===== src/rtl/core/zdf_pkg.sv =====
// ----------------------------------------------------------------------------
// zdf_pkg: shared types, constants and microcode for the multimode svf
// Holds register indexes, mode codes, the control word layout and the
// read-only step program that drives the filter datapath.
// ----------------------------------------------------------------------------
package zdf_pkg;

  // fixed widths of state and coefficients
  localparam int ACC_W     = 32;
  localparam int COEF_W    = 32;
  localparam int MODE_W    = 3;
  localparam int CFG_IDX_W = 2;
  localparam int STEP_W    = 4;

  // configuration register indexes
  localparam logic [CFG_IDX_W-1:0] REG_MODE = 2'd0;
  localparam logic [CFG_IDX_W-1:0] REG_FREQ = 2'd1;
  localparam logic [CFG_IDX_W-1:0] REG_DAMP = 2'd2;
  localparam logic [CFG_IDX_W-1:0] REG_NORM = 2'd3;

  // filter modes
  localparam logic [MODE_W-1:0] MODE_LP      = 3'd0;
  localparam logic [MODE_W-1:0] MODE_HP      = 3'd1;
  localparam logic [MODE_W-1:0] MODE_BP      = 3'd2;
  localparam logic [MODE_W-1:0] MODE_UBP     = 3'd3;
  localparam logic [MODE_W-1:0] MODE_NOTCH   = 3'd4;
  localparam logic [MODE_W-1:0] MODE_ALLPASS = 3'd5;
  localparam logic [MODE_W-1:0] MODE_PEAK    = 3'd6;

  // coefficient reset values
  localparam logic [COEF_W-1:0] FREQ_RST = 32'd0;
  localparam logic [COEF_W-1:0] DAMP_RST = 32'd379625062;
  localparam logic [COEF_W-1:0] NORM_RST = 32'd268435456;

  // multiplier signal operand
  typedef enum logic [1:0] {
    OPA_Z1  = 2'd0,
    OPA_NUM = 2'd1,
    OPA_HP  = 2'd2,
    OPA_BP  = 2'd3
  } opa_t;

  // multiplier coefficient operand
  typedef enum logic [1:0] {
    OPC_DAMP = 2'd0,
    OPC_FREQ = 2'd1,
    OPC_NORM = 2'd2
  } opc_t;

  // where the registered product goes
  typedef enum logic [2:0] {
    DST_NONE = 3'd0,
    DST_T1   = 3'd1,
    DST_NUM  = 3'd2,
    DST_HP   = 3'd3,
    DST_BP   = 3'd4,
    DST_LP   = 3'd5,
    DST_UBP  = 3'd6
  } dst_t;

  // conditional jump kinds
  typedef enum logic {
    JMP_NONE   = 1'b0,
    JMP_NO_UBP = 1'b1
  } jmp_t;

  typedef struct packed {
    opa_t              opa;
    opc_t              opc;
    logic              mul_en;
    dst_t              dst;
    jmp_t              jmp;
    logic [STEP_W-1:0] target;
    logic              last;
  } ctl_word_t;

  localparam logic [STEP_W-1:0] STEP_FIRST = 4'd0;
  localparam logic [STEP_W-1:0] STEP_LAST  = 4'd10;

  // step program: a product launched in one step is written back in the next, unless the jump skips step 9
  function automatic ctl_word_t ucode(input logic [STEP_W-1:0] step);
    ctl_word_t w;
    w = '{opa: OPA_Z1, opc: OPC_DAMP, mul_en: 1'b0, dst: DST_NONE,
          jmp: JMP_NONE, target: STEP_FIRST, last: 1'b0};
    case (step)
      4'd0: begin
        w.opa = OPA_Z1;  w.opc = OPC_DAMP; w.mul_en = 1'b1;
      end
      4'd1: begin
        w.opa = OPA_Z1;  w.opc = OPC_FREQ; w.mul_en = 1'b1; w.dst = DST_T1;
      end
      4'd2: begin
        w.dst = DST_NUM;
      end
      4'd3: begin
        w.opa = OPA_NUM; w.opc = OPC_NORM; w.mul_en = 1'b1;
      end
      4'd4: begin
        w.dst = DST_HP;
      end
      4'd5: begin
        w.opa = OPA_HP;  w.opc = OPC_FREQ; w.mul_en = 1'b1;
      end
      4'd6: begin
        w.dst = DST_BP;
      end
      4'd7: begin
        w.opa = OPA_BP;  w.opc = OPC_FREQ; w.mul_en = 1'b1;
      end
      4'd8: begin
        w.opa = OPA_BP;  w.opc = OPC_DAMP; w.mul_en = 1'b1; w.dst = DST_LP;
        w.jmp = JMP_NO_UBP; w.target = STEP_LAST;
      end
      4'd9: begin
        w.dst = DST_UBP;
      end
      default: begin
        w.last = 1'b1;
      end
    endcase
    return w;
  endfunction

endpackage


===== src/rtl/core/zdf_dp.sv =====
// ----------------------------------------------------------------------------
// zdf_dp: filter datapath
// One shared rounding multiplier with a registered product, the integrator
// states, the intermediate signal registers and the mode output select.
// ----------------------------------------------------------------------------
module zdf_dp
  import zdf_pkg::*;
#(
  parameter int SAMPLE_BITS    = 24,
  parameter int COEF_FRAC_BITS = 28
) (
  input  logic                          clk,
  input  logic                          rst_n,
  input  logic                          load,
  input  logic signed [SAMPLE_BITS-1:0] sample,
  input  logic                          run,
  input  ctl_word_t                     ctl,
  input  logic                          commit,
  input  logic [MODE_W-1:0]             mode,
  input  logic [COEF_W-1:0]             freq,
  input  logic [COEF_W-1:0]             damp,
  input  logic [COEF_W-1:0]             norm,
  output logic signed [SAMPLE_BITS-1:0] y
);

  localparam int MUL_W = ACC_W + COEF_W + 1;
  localparam int PW    = MUL_W - COEF_FRAC_BITS;
  localparam int SW    = PW + 2;

  localparam logic signed [MUL_W-1:0] RND    = MUL_W'(1) <<< (COEF_FRAC_BITS - 1);
  localparam logic signed [SW-1:0]    ACC_HI = (SW'(1) <<< (ACC_W - 1)) - SW'(1);
  localparam logic signed [SW-1:0]    ACC_LO = -ACC_HI - SW'(1);
  localparam logic signed [SW-1:0]    SMP_HI = (SW'(1) <<< (SAMPLE_BITS - 1)) - SW'(1);
  localparam logic signed [SW-1:0]    SMP_LO = -SMP_HI - SW'(1);

  logic signed [SAMPLE_BITS-1:0] x_r;
  logic signed [ACC_W-1:0]       z1_r, z2_r;
  logic signed [ACC_W-1:0]       num_r, hp_r, bp_r, lp_r;
  logic signed [PW-1:0]          prod_r, t1_r, ghp_r, gbp_r, ubp_r;

  logic signed [ACC_W-1:0]  op_a;
  logic [COEF_W-1:0]        op_c;
  logic signed [MUL_W-1:0]  prod_full;
  logic signed [MUL_W-1:0]  prod_rnd;
  logic signed [PW-1:0]     prod_nxt;
  logic signed [SW-1:0]     num_sum, bp_sum, lp_sum, z1_sum, z2_sum, y_sum;

  function automatic logic signed [ACC_W-1:0] sat_acc(input logic signed [SW-1:0] v);
    logic signed [SW-1:0] c;
    c = (v > ACC_HI) ? ACC_HI : ((v < ACC_LO) ? ACC_LO : v);
    return c[ACC_W-1:0];
  endfunction

  function automatic logic signed [SAMPLE_BITS-1:0] sat_smp(input logic signed [SW-1:0] v);
    logic signed [SW-1:0] c;
    c = (v > SMP_HI) ? SMP_HI : ((v < SMP_LO) ? SMP_LO : v);
    return c[SAMPLE_BITS-1:0];
  endfunction

  // operand selection
  always_comb begin
    case (ctl.opa)
      OPA_Z1:  op_a = z1_r;
      OPA_NUM: op_a = num_r;
      OPA_HP:  op_a = hp_r;
      OPA_BP:  op_a = bp_r;
      default: op_a = z1_r;
    endcase
    case (ctl.opc)
      OPC_DAMP: op_c = damp;
      OPC_FREQ: op_c = freq;
      OPC_NORM: op_c = norm;
      default:  op_c = damp;
    endcase
  end

  // signed by unsigned product, round half up, drop the fraction
  assign prod_full = op_a * $signed({1'b0, op_c});
  assign prod_rnd  = prod_full + RND;
  assign prod_nxt  = PW'(prod_rnd >>> COEF_FRAC_BITS);

  // write-back sums
  assign num_sum = SW'(x_r) - SW'(t1_r) - SW'(prod_r) - SW'(z2_r);
  assign bp_sum  = SW'(prod_r) + SW'(z1_r);
  assign lp_sum  = SW'(prod_r) + SW'(z2_r);
  assign z1_sum  = SW'(ghp_r) + SW'(bp_r);
  assign z2_sum  = SW'(gbp_r) + SW'(lp_r);

  // product register and intermediates
  always_ff @(posedge clk) begin
    if (load) begin
      x_r <= sample;
    end
    if (run && ctl.mul_en) begin
      prod_r <= prod_nxt;
    end
    if (run) begin
      case (ctl.dst)
        DST_T1:  t1_r  <= prod_r;
        DST_NUM: num_r <= sat_acc(num_sum);
        DST_HP:  hp_r  <= sat_acc(SW'(prod_r));
        DST_BP: begin
          ghp_r <= prod_r;
          bp_r  <= sat_acc(bp_sum);
        end
        DST_LP: begin
          gbp_r <= prod_r;
          lp_r  <= sat_acc(lp_sum);
        end
        DST_UBP: ubp_r <= prod_r;
        default: ;
      endcase
    end
  end

  // integrator states
  always_ff @(posedge clk) begin
    if (!rst_n) begin
      z1_r <= '0;
      z2_r <= '0;
    end else if (commit) begin
      z1_r <= sat_acc(z1_sum);
      z2_r <= sat_acc(z2_sum);
    end
  end

  // mode output select
  always_comb begin
    case (mode)
      MODE_LP:      y_sum = SW'(lp_r);
      MODE_HP:      y_sum = SW'(hp_r);
      MODE_BP:      y_sum = SW'(bp_r);
      MODE_UBP:     y_sum = SW'(ubp_r);
      MODE_NOTCH:   y_sum = SW'(x_r) - SW'(ubp_r);
      MODE_ALLPASS: y_sum = SW'(x_r) - (SW'(ubp_r) <<< 1);
      MODE_PEAK:    y_sum = SW'(lp_r) - SW'(hp_r);
      default:      y_sum = '0;
    endcase
  end

  assign y = sat_smp(y_sum);

endmodule


===== src/rtl/core/zdf_svf_multimode_filter.sv =====
// ----------------------------------------------------------------------------
// zdf_svf_multimode_filter: two-pole trapezoidal state-variable filter
// Each accepted sample runs the step program; the damped bandpass write-back is
// skipped in modes other than unity bandpass, notch and allpass.
// A new sample is taken only once the previous result is issued, as the step
// program shares one 32x33 multiplier across the six products of a sample.
// Reset: synchronous active low; clears integrators, coefficients to defaults.
// ----------------------------------------------------------------------------
module zdf_svf_multimode_filter
  import zdf_pkg::*;
#(
  parameter int SAMPLE_BITS    = 24,
  parameter int COEF_FRAC_BITS = 28
) (
  input  logic                          clk,
  input  logic                          rst_n,
  input  logic                          in_valid,
  output logic                          in_ready,
  input  logic signed [SAMPLE_BITS-1:0] in_sample_in,
  output logic                          out_valid,
  input  logic                          out_ready,
  output logic signed [SAMPLE_BITS-1:0] out_sample_out,
  input  logic                          cfg_we,
  input  logic [CFG_IDX_W-1:0]          cfg_index,
  input  logic [COEF_W-1:0]             cfg_wdata
);

  typedef enum logic [1:0] {
    S_IDLE = 2'b01,
    S_RUN  = 2'b10
  } seq_state_t;

  seq_state_t st_r, st_nxt;
  logic [STEP_W-1:0] step_r, step_nxt;
  logic [MODE_W-1:0] mode_r;
  logic [COEF_W-1:0] freq_r, damp_r, norm_r;
  logic              out_valid_r, out_valid_nxt;
  logic signed [SAMPLE_BITS-1:0] out_sample_r;
  logic signed [SAMPLE_BITS-1:0] y;
  ctl_word_t         ctl;
  logic              in_beat, fin_go, run, skip_ubp;

  // configuration registers
  always_ff @(posedge clk) begin
    if (!rst_n) begin
      mode_r <= MODE_LP;
      freq_r <= FREQ_RST;
      damp_r <= DAMP_RST;
      norm_r <= NORM_RST;
    end else if (cfg_we) begin
      case (cfg_index)
        REG_MODE: mode_r <= cfg_wdata[MODE_W-1:0];
        REG_FREQ: freq_r <= cfg_wdata;
        REG_DAMP: damp_r <= cfg_wdata;
        REG_NORM: norm_r <= cfg_wdata;
        default: ;
      endcase
    end
  end

  // microcode fetch and sequencing
  assign ctl      = ucode(step_r);
  assign in_ready = (st_r == S_IDLE);
  assign in_beat  = in_valid && in_ready;
  assign run      = (st_r == S_RUN);
  assign fin_go   = run && ctl.last && (!out_valid_r || out_ready);

  always_comb begin
    skip_ubp = !(mode_r inside {MODE_UBP, MODE_NOTCH, MODE_ALLPASS});
    st_nxt   = st_r;
    step_nxt = step_r;
    case (st_r)
      S_IDLE: begin
        step_nxt = STEP_FIRST;
        if (in_valid) begin
          st_nxt = S_RUN;
        end
      end
      S_RUN: begin
        if (ctl.last) begin
          if (fin_go) begin
            st_nxt   = S_IDLE;
            step_nxt = STEP_FIRST;
          end
        end else if (ctl.jmp == JMP_NO_UBP && skip_ubp) begin
          step_nxt = ctl.target;
        end else begin
          step_nxt = step_r + STEP_W'(1);
        end
      end
      default: begin
        st_nxt   = S_IDLE;
        step_nxt = STEP_FIRST;
      end
    endcase
  end

  always_ff @(posedge clk) begin
    if (!rst_n) begin
      st_r   <= S_IDLE;
      step_r <= STEP_FIRST;
    end else begin
      st_r   <= st_nxt;
      step_r <= step_nxt;
    end
  end

  // datapath
  zdf_dp #(
    .SAMPLE_BITS    (SAMPLE_BITS),
    .COEF_FRAC_BITS (COEF_FRAC_BITS)
  ) u_dp (
    .clk    (clk),
    .rst_n  (rst_n),
    .load   (in_beat),
    .sample (in_sample_in),
    .run    (run),
    .ctl    (ctl),
    .commit (fin_go),
    .mode   (mode_r),
    .freq   (freq_r),
    .damp   (damp_r),
    .norm   (norm_r),
    .y      (y)
  );

  // output register, one result beat per sample
  always_comb begin
    out_valid_nxt = out_valid_r;
    if (fin_go) begin
      out_valid_nxt = 1'b1;
    end else if (out_ready) begin
      out_valid_nxt = 1'b0;
    end
  end

  always_ff @(posedge clk) begin
    if (!rst_n) begin
      out_valid_r <= 1'b0;
    end else begin
      out_valid_r <= out_valid_nxt;
    end
  end

  always_ff @(posedge clk) begin
    if (fin_go) begin
      out_sample_r <= y;
    end
  end

  assign out_valid      = out_valid_r;
  assign out_sample_out = out_sample_r;

  // checks
  a_step_range: assert property (@(posedge clk) disable iff (!rst_n)
    step_r <= STEP_LAST)
    else $error("step counter ran past the program");

  a_idle_step: assert property (@(posedge clk) disable iff (!rst_n)
    st_r == S_IDLE |-> step_r == STEP_FIRST)
    else $error("step counter not parked while idle");

  a_beat_starts: assert property (@(posedge clk) disable iff (!rst_n)
    in_beat |=> st_r == S_RUN && step_r == STEP_FIRST)
    else $error("accepted sample did not start the program");

  a_result_source: assert property (@(posedge clk) disable iff (!rst_n)
    $rose(out_valid_r) |-> $past(run && ctl.last))
    else $error("result raised outside the final step");

endmodule

===== config.mk =====
export PLATFORM = sky130hd
export DESIGN_NAME = zdf_svf_multimode_filter
export DESIGN_NICKNAME = d
export VERILOG_FILES = /design/src/rtl/core/zdf_pkg.sv /design/src/rtl/core/zdf_dp.sv /design/src/rtl/core/zdf_svf_multimode_filter.sv
export SDC_FILE = /design/constraint.sdc
export NUM_CORES = 2
export LEC_CHECK = 0
export BUFFER_PORTS_ARGS = -buffer_cell sky130_fd_sc_hd__buf_2
export CAP_MARGIN = 30
export CORE_MARGIN = 8
export CORE_UTILIZATION = 30
export CTS_BUF_LIST = sky130_fd_sc_hd__clkbuf_16
export CTS_CLUSTER_DIAMETER = 50
export DETAILED_ROUTE_END_ITERATION = 8
export PLACE_DENSITY = 0.41
export SYNTH_ARGS = -nofsm -noshare
export SYNTH_HDL_FRONTEND = slang
export SYNTH_SLANG_ARGS = --single-unit

===== constraint.sdc =====
create_clock -name clk -period 23.2 [get_ports clk]
set_input_delay 2.32 -clock clk [delete_from_list [all_inputs] [get_ports clk]]
set_output_delay 2.32 -clock clk [all_outputs]
set_load 0.02 [all_outputs]

# Word-level counts from Yosys, hierarchy flattened
# Cells that the tools add are included.
# word_totals
reg_bits,531
inputBits,63
output_inout_bits,26
wordCells,134
# classes
add_sub_neg,12
multipliers,1
n_lt_le_gt_ge,14
eq_ne,34
muxes,25
n_reduce_logical,28
# ops
cell,count
case mux 39 bit (7 select lines),1
2-to-1 mux 32 bit,8
adder 37 x 32 -> 38 bit,4
greater-than comparator 38 x 32 -> 1 bit (second input constant),4
less-than comparator 38 x 32 -> 1 bit (second input constant),4
case mux 32 bit (4 select lines),1
subtractor 24 x 37 -> 38 bit,2
adder 65 x 29 -> 65 bit (second input constant),1
multiplier 32 x 33 -> 65 bit,1
case mux 32 bit (2 select lines),1
greater-than comparator 39 x 24 -> 1 bit (second input constant),1
greater-than comparator 39 x 32 -> 1 bit (second input constant),1
less-than comparator 39 x 24 -> 1 bit (second input constant),1
less-than comparator 39 x 32 -> 1 bit (second input constant),1
subtractor 24 x 38 -> 39 bit,1
subtractor 38 x 37 -> 39 bit,1
subtractor 39 x 32 -> 39 bit,1
greater-than comparator 37 x 32 -> 1 bit (second input constant),1
less-than comparator 37 x 32 -> 1 bit (second input constant),1
subtractor 32 x 32 -> 33 bit,1
case mux 5 bit (6 select lines),1
2-to-1 mux 24 bit,1
AND reduction 2 bit,11
equality test 3 bit (second input constant),6
other kinds (26),58

# Logic depth before layout (Yosys ltp)
# logic_depth
depth_word,8
depth_mapped,40
depth_no_buf,38

# Hierarchy
# From an unflattened synthesis, not the netlist that was laid out.
# unflattened
cells_unflattened,7751
hier_area_um2,70089.7
# by_module_without_submodules
mod,n_inst,cells_per_inst,area_each_um2,seq_area_each_um2
zdf_dp,1,7224,65216.3,11400.9
zdf_svf_multimode_filter,1,527,4873.4,2842.7

# Least setup slack after synthesis
# No wires, ideal clock.
# synth_timing
path_type,reg-to-reg
from,register step_r[0]
to,register u_dp.prod_r[15] (data pin)
setup_ns,0.258
arrival_ns,9.033
required_time_ns,22.942
setup_slack_ns,13.910
path_stages_with_launch,36
path_buffers,3
period_less_slack_ns,9.290
path_cell_list,dfxtp_1 inv_1 ha_1 nand3b_1 o21ai_1 clkbuf_1 buf_1 nand2_1 o21ai_1 clkbuf_1 nor2_1 fa_1 fa_1 fa_1 inv_1 fa_1 inv_1 fa_1 fa_1 fa_1 inv_1 fa_1 inv_1 ha_1 and3_1 nand3_1 or3_1 nor2_1 o21a_1 a21oi_1 o21bai_1 a31o_2 a21oi_1 o41ai_1 a21oi_1 xnor2_1
# synth_between
elab_chain_len,6
word_cells_on_any_way,17
cone_classes,add/sub (1); mul (1); eq/ne (10); mux (3); reduce/logical (2)
# synth_lines
item,line,rtl
from (decl),zdf_svf_multimode_filter.sv:34,"logic [STEP_W-1:0] step_r, step_nxt;"
from (signal assigned),zdf_svf_multimode_filter.sv:104,step_r <= step_nxt;
"equality test 4 bit, or another cell as far along",zdf_pkg.sv:85,case (step)
case mux 5 bit (6 select lines) (*),zdf_pkg.sv:85,
"equality test 2 bit, or another cell as far along",zdf_dp.sv:62,case (ctl.opa)
case mux 32 bit (4 select lines) or case mux 32 bit (2 select lines) (tied branches),"zdf_dp.sv:62, zdf_dp.sv:69",
multiplier 32 x 33 -> 65 bit (*),zdf_dp.sv:78,"assign prod_full = op_a * $signed({1'b0, op_c});"
adder 65 x 29 -> 65 bit (*),zdf_dp.sv:79,assign prod_rnd = prod_full + RND;
named net u_dp.prod_rnd[43],zdf_dp.sv:44,logic signed [MUL_W-1:0] prod_rnd;
to (signal assigned),zdf_dp.sv:95,prod_r <= prod_nxt;
to (decl),zdf_dp.sv:39,"logic signed [PW-1:0] prod_r, t1_r, ghp_r, gbp_r, ubp_r;"
# Mark *: on every way through the listed nets, which the timed path passes. The rest lies on a longest branch.
# A chain may end at the register's enable or synchronous reset.

# Worst setup path after layout
# layout_timing
from,register step_r[3]
to,register u_dp.prod_r[34] (data pin)
# Same word-level chain as after synthesis.

==> flow_summary.ini <==
[critical_path]
critPathKind = register to register
end_kind = register
crit_top_cell = fa_1
reg2reg_from = step_r[3]$_SDFFE_PN0P_
path_buf_inv = 10
arrival_ns = 11.39
setup.worst_path.start = step_r[3]$_SDFFE_PN0P_
cpLargestDelayFamily = adder cells
cpPeakStageDelay_ns = 0.86
crit_required_ns = 23.64
start_kind = register
path_max_fanout = 31
crit_slowest_cell = dfxtp_1

[route]
vias = 57146
route.antenna.remaining_nets = 0
wl_per_cell_um = 25.41
wl_mm = 278.6
post_drt_via_cell_ratio = 5.212
first_iter_violations = 4009
dr.pass1.iters = 7
drc = 0

[placement]
hpwl_mm = 218.2
portBuffers = 88
pre_cts_slack_ns = 12.11
gp_congestion = 0.9205
dpl.cell_count = 10785

[timing]
hold_violations = 0
tightest_slew_ns = 1.046
rsz0062_at_grt = false
drv_slew = 0
finalCriticalPeriod_ns = 10.95
fin_crit_sh_pct = 47.20
slew_headroom_pct = 29.53
skew_ns = 0.04256
fmax_mhz = 91.32
setup_ws_ns = 12.25
setup_viol = 0
whs_ns = 0.4617
tns_ns = 0

[power_and_ir_drop]
pwr-share-comb_pct = 12.8
switchingPower_w = 0.0008063
ir_worst_vdd_v = 0.00004985
swShare_pct = 29.11
powerDensity_nw_per_um2 = 35.59
pwr-share-clk_pct = 49.8
power.leakage_nw = 35.11
intPower_w = 0.001963
seqPwrFrac_pct = 37.4

[clock_tree]
clk_latency_ns = 0.72
cts_htree_levels = 3
cts_buffer_depth = 3
root_buffer = clkbuf_16
cts_hold_buf = 0
clkSinkCount = 531
clk_pin_slew_worst_paths_ns = 0.06
cts_resized = 0
cts_buffers = 89
cts_tree = yes
postCtsSetupBuffers = 0

[status]
outcome = finished clean

[logic_synthesis]
synth_top_cells_by_area = fa_1 (28%), edfxtp_1 (15%), ha_1 (10%)
synthesis.instances = 7861
yosys_most_used_dff = edfxtp_1
synth-warning-count = 0
synth.cell_area_um2 = 70110
synthAdderAreaFrac_pct = 38.22
ys_ff_latch = 531
synth_top_area_share_pct = 27.95
synth_mux_area_share_pct = 0.3605
synth_xor_xnor_area_share_pct = 3.410
synth_area_leader_cell = fa_1
synth_compound_area_share_pct = 15.60
synth_top_family_by_area = adder cells
async_flop_share_pct = 0
synth-edff-count = 361
synthesis.nets = 9478
synthSimpleGateAreaFrac_pct = 13.86
avgSynthCellArea_um2 = 8.919
yosysSeqAreaShare_pct = 20.32
synth_cell_type_count = 92

[global_route]
grt_pass1_wl_mm = 408.5
gr-total-overflow = 0
grt_pass1_vias = 60065
track_usage_pct = 21.89
antenna_found_initial = 18
grt_max_degree = 78

[final_layout]
layout_commonest_cell = inv_1
nets = 9452
regArea_um2 = 14240
nFillCells = 24274
areaGrowthSynthToFinish_pct = 11.00
layout.cells.non_filler = 10964
final_cell_mix = inv_1 (1,149), nand2_1 (990), fa_1 (979)
multiInputGateArea_um2 = 50460
drive_gt1_share_pct = 7.181

[floorplan]
fp.dieH_um = 499.4
fp.dieW_um = 499.4
rows = 177
core-area_um2 = 232500
die_area_um2 = 249400
start_util_pct = 30.15
io-pin-count = 89

[flow_run]
max_cap_violations = 0

[hold_path]
hp-class = register to register
hold_start = damp_r[3]$_SDFFE_PN0P_
-- state kept, by name (all words and copies together), names as in the netlist, 24 cells and up --
name            flops
u_dp.x_r           24
u_dp.lp_r          32
norm_r             32
damp_r             32
out_sample_out     24
freq_r             32
u_dp.prod_r        37
u_dp.z1_r          32
u_dp.hp_r          32
u_dp.bp_r          32
u_dp.ubp_r         37
u_dp.z2_r          32
u_dp.gbp_r         37
u_dp.num_r         32
u_dp.t1_r          37
u_dp.ghp_r         37
-- path summary, 6_finish.rpt --
kind,to,cells after the start,slack (ns)
worst min-delay path,damp_r[3]$_SDFFE_PN0P_,2,0.46
worst max-delay path,u_dp.prod_r[34]$_DFFE_PP_,37,12.25
worst max register to register,u_dp.prod_r[34]$_DFFE_PP_,37,12.25
worst min register to register,damp_r[3]$_SDFFE_PN0P_,2,0.46
-- power groups by stage --
| stage | Sequential (W) | Combinational (W) | Clock (W) |
|---|---|---|---|
| 6_report | 0.00104 | 0.000355 | 0.00138 |
| 5_1_grt | 0.00104 | 0.000386 | 0.00145 |
| 4_1_cts | 0.00104 | 0.000352 | 0.00142 |
| 3_5_place_dp | 0.00106 | 0.000348 | 0 |
| 3_3_place_gp | 0.00106 | 0.000348 | 0 |
| 2_1_floorplan | 0.00105 | 0.000213 | 0 |
-- tightest hold or removal path: cells and delay by family, from the launching register on --
family             cells  cell delay, ns
AOI/OAI and AO/OA      1            0.06
and+or+nand+nor        1            0.04
DFF                    1            0.30
-- through the flow --
stage               instance area [um2]  util, %  power, W
global route                      77830    33.47  0.002874
floorplan                         70110        -  0.001264
CTS                               77740    33.43  0.002804
detailed placement                74700    32.13  0.001404
global placement                  74540    32.06  0.001404
finish                            77830    33.47  0.002770
-- cells in the mapped netlist (42+ instances only) --
master       n
and3_1      42
dfxtp_1    170
a21oi_1    394
o21ai_1     67
nor3_1      62
ha_1       575
a21o_1     149
nor2_1     832
nand3_1    113
nand2_1    990
nand2b_1    56
nor2b_1     45
inv_1     1141
xnor2_1    163
a22oi_1     68
clkbuf_1   367
o21ai_0    302
fa_1       979
xor2_1     110
edfxtp_1   361
o21a_1     137
o21bai_1    53
nand4_1     50
a21boi_0    91
-- logic make-up after synthesis --
logic type      Yosys count
mux                      20
buf+inv                1529
simple gates           2303
xor+xnor                273
fa+ha+maj              1554
compound gates         1651
flops                   531
-- routing by layer --
metal  GRT usage [%]  vias to the layer above  share of wire [%]
met1           28.72                    29008                 44
li1                -                    25985                  -
met4           8.325                        0                4.6
met5               0                        -                  0
met2           37.23                     1697                 47
met3           2.371                      456                4.7
-- layout make-up --
| class | count | area share [%] |
|---|---|---|
| antenna | 11 | 0.03537 |
| clock buffer | 89 | 2.862 |
| clock inverter | 77 | 1.045 |
| inverter | 1142 | 5.510 |
| multi-input combinational | 5801 | 64.83 |
| sequential | 531 | 18.30 |
| tap | 3043 | 4.892 |
| timing repair buffer | 270 | 2.521 |
No activity file was read; power rests on OpenSTA's default activity.
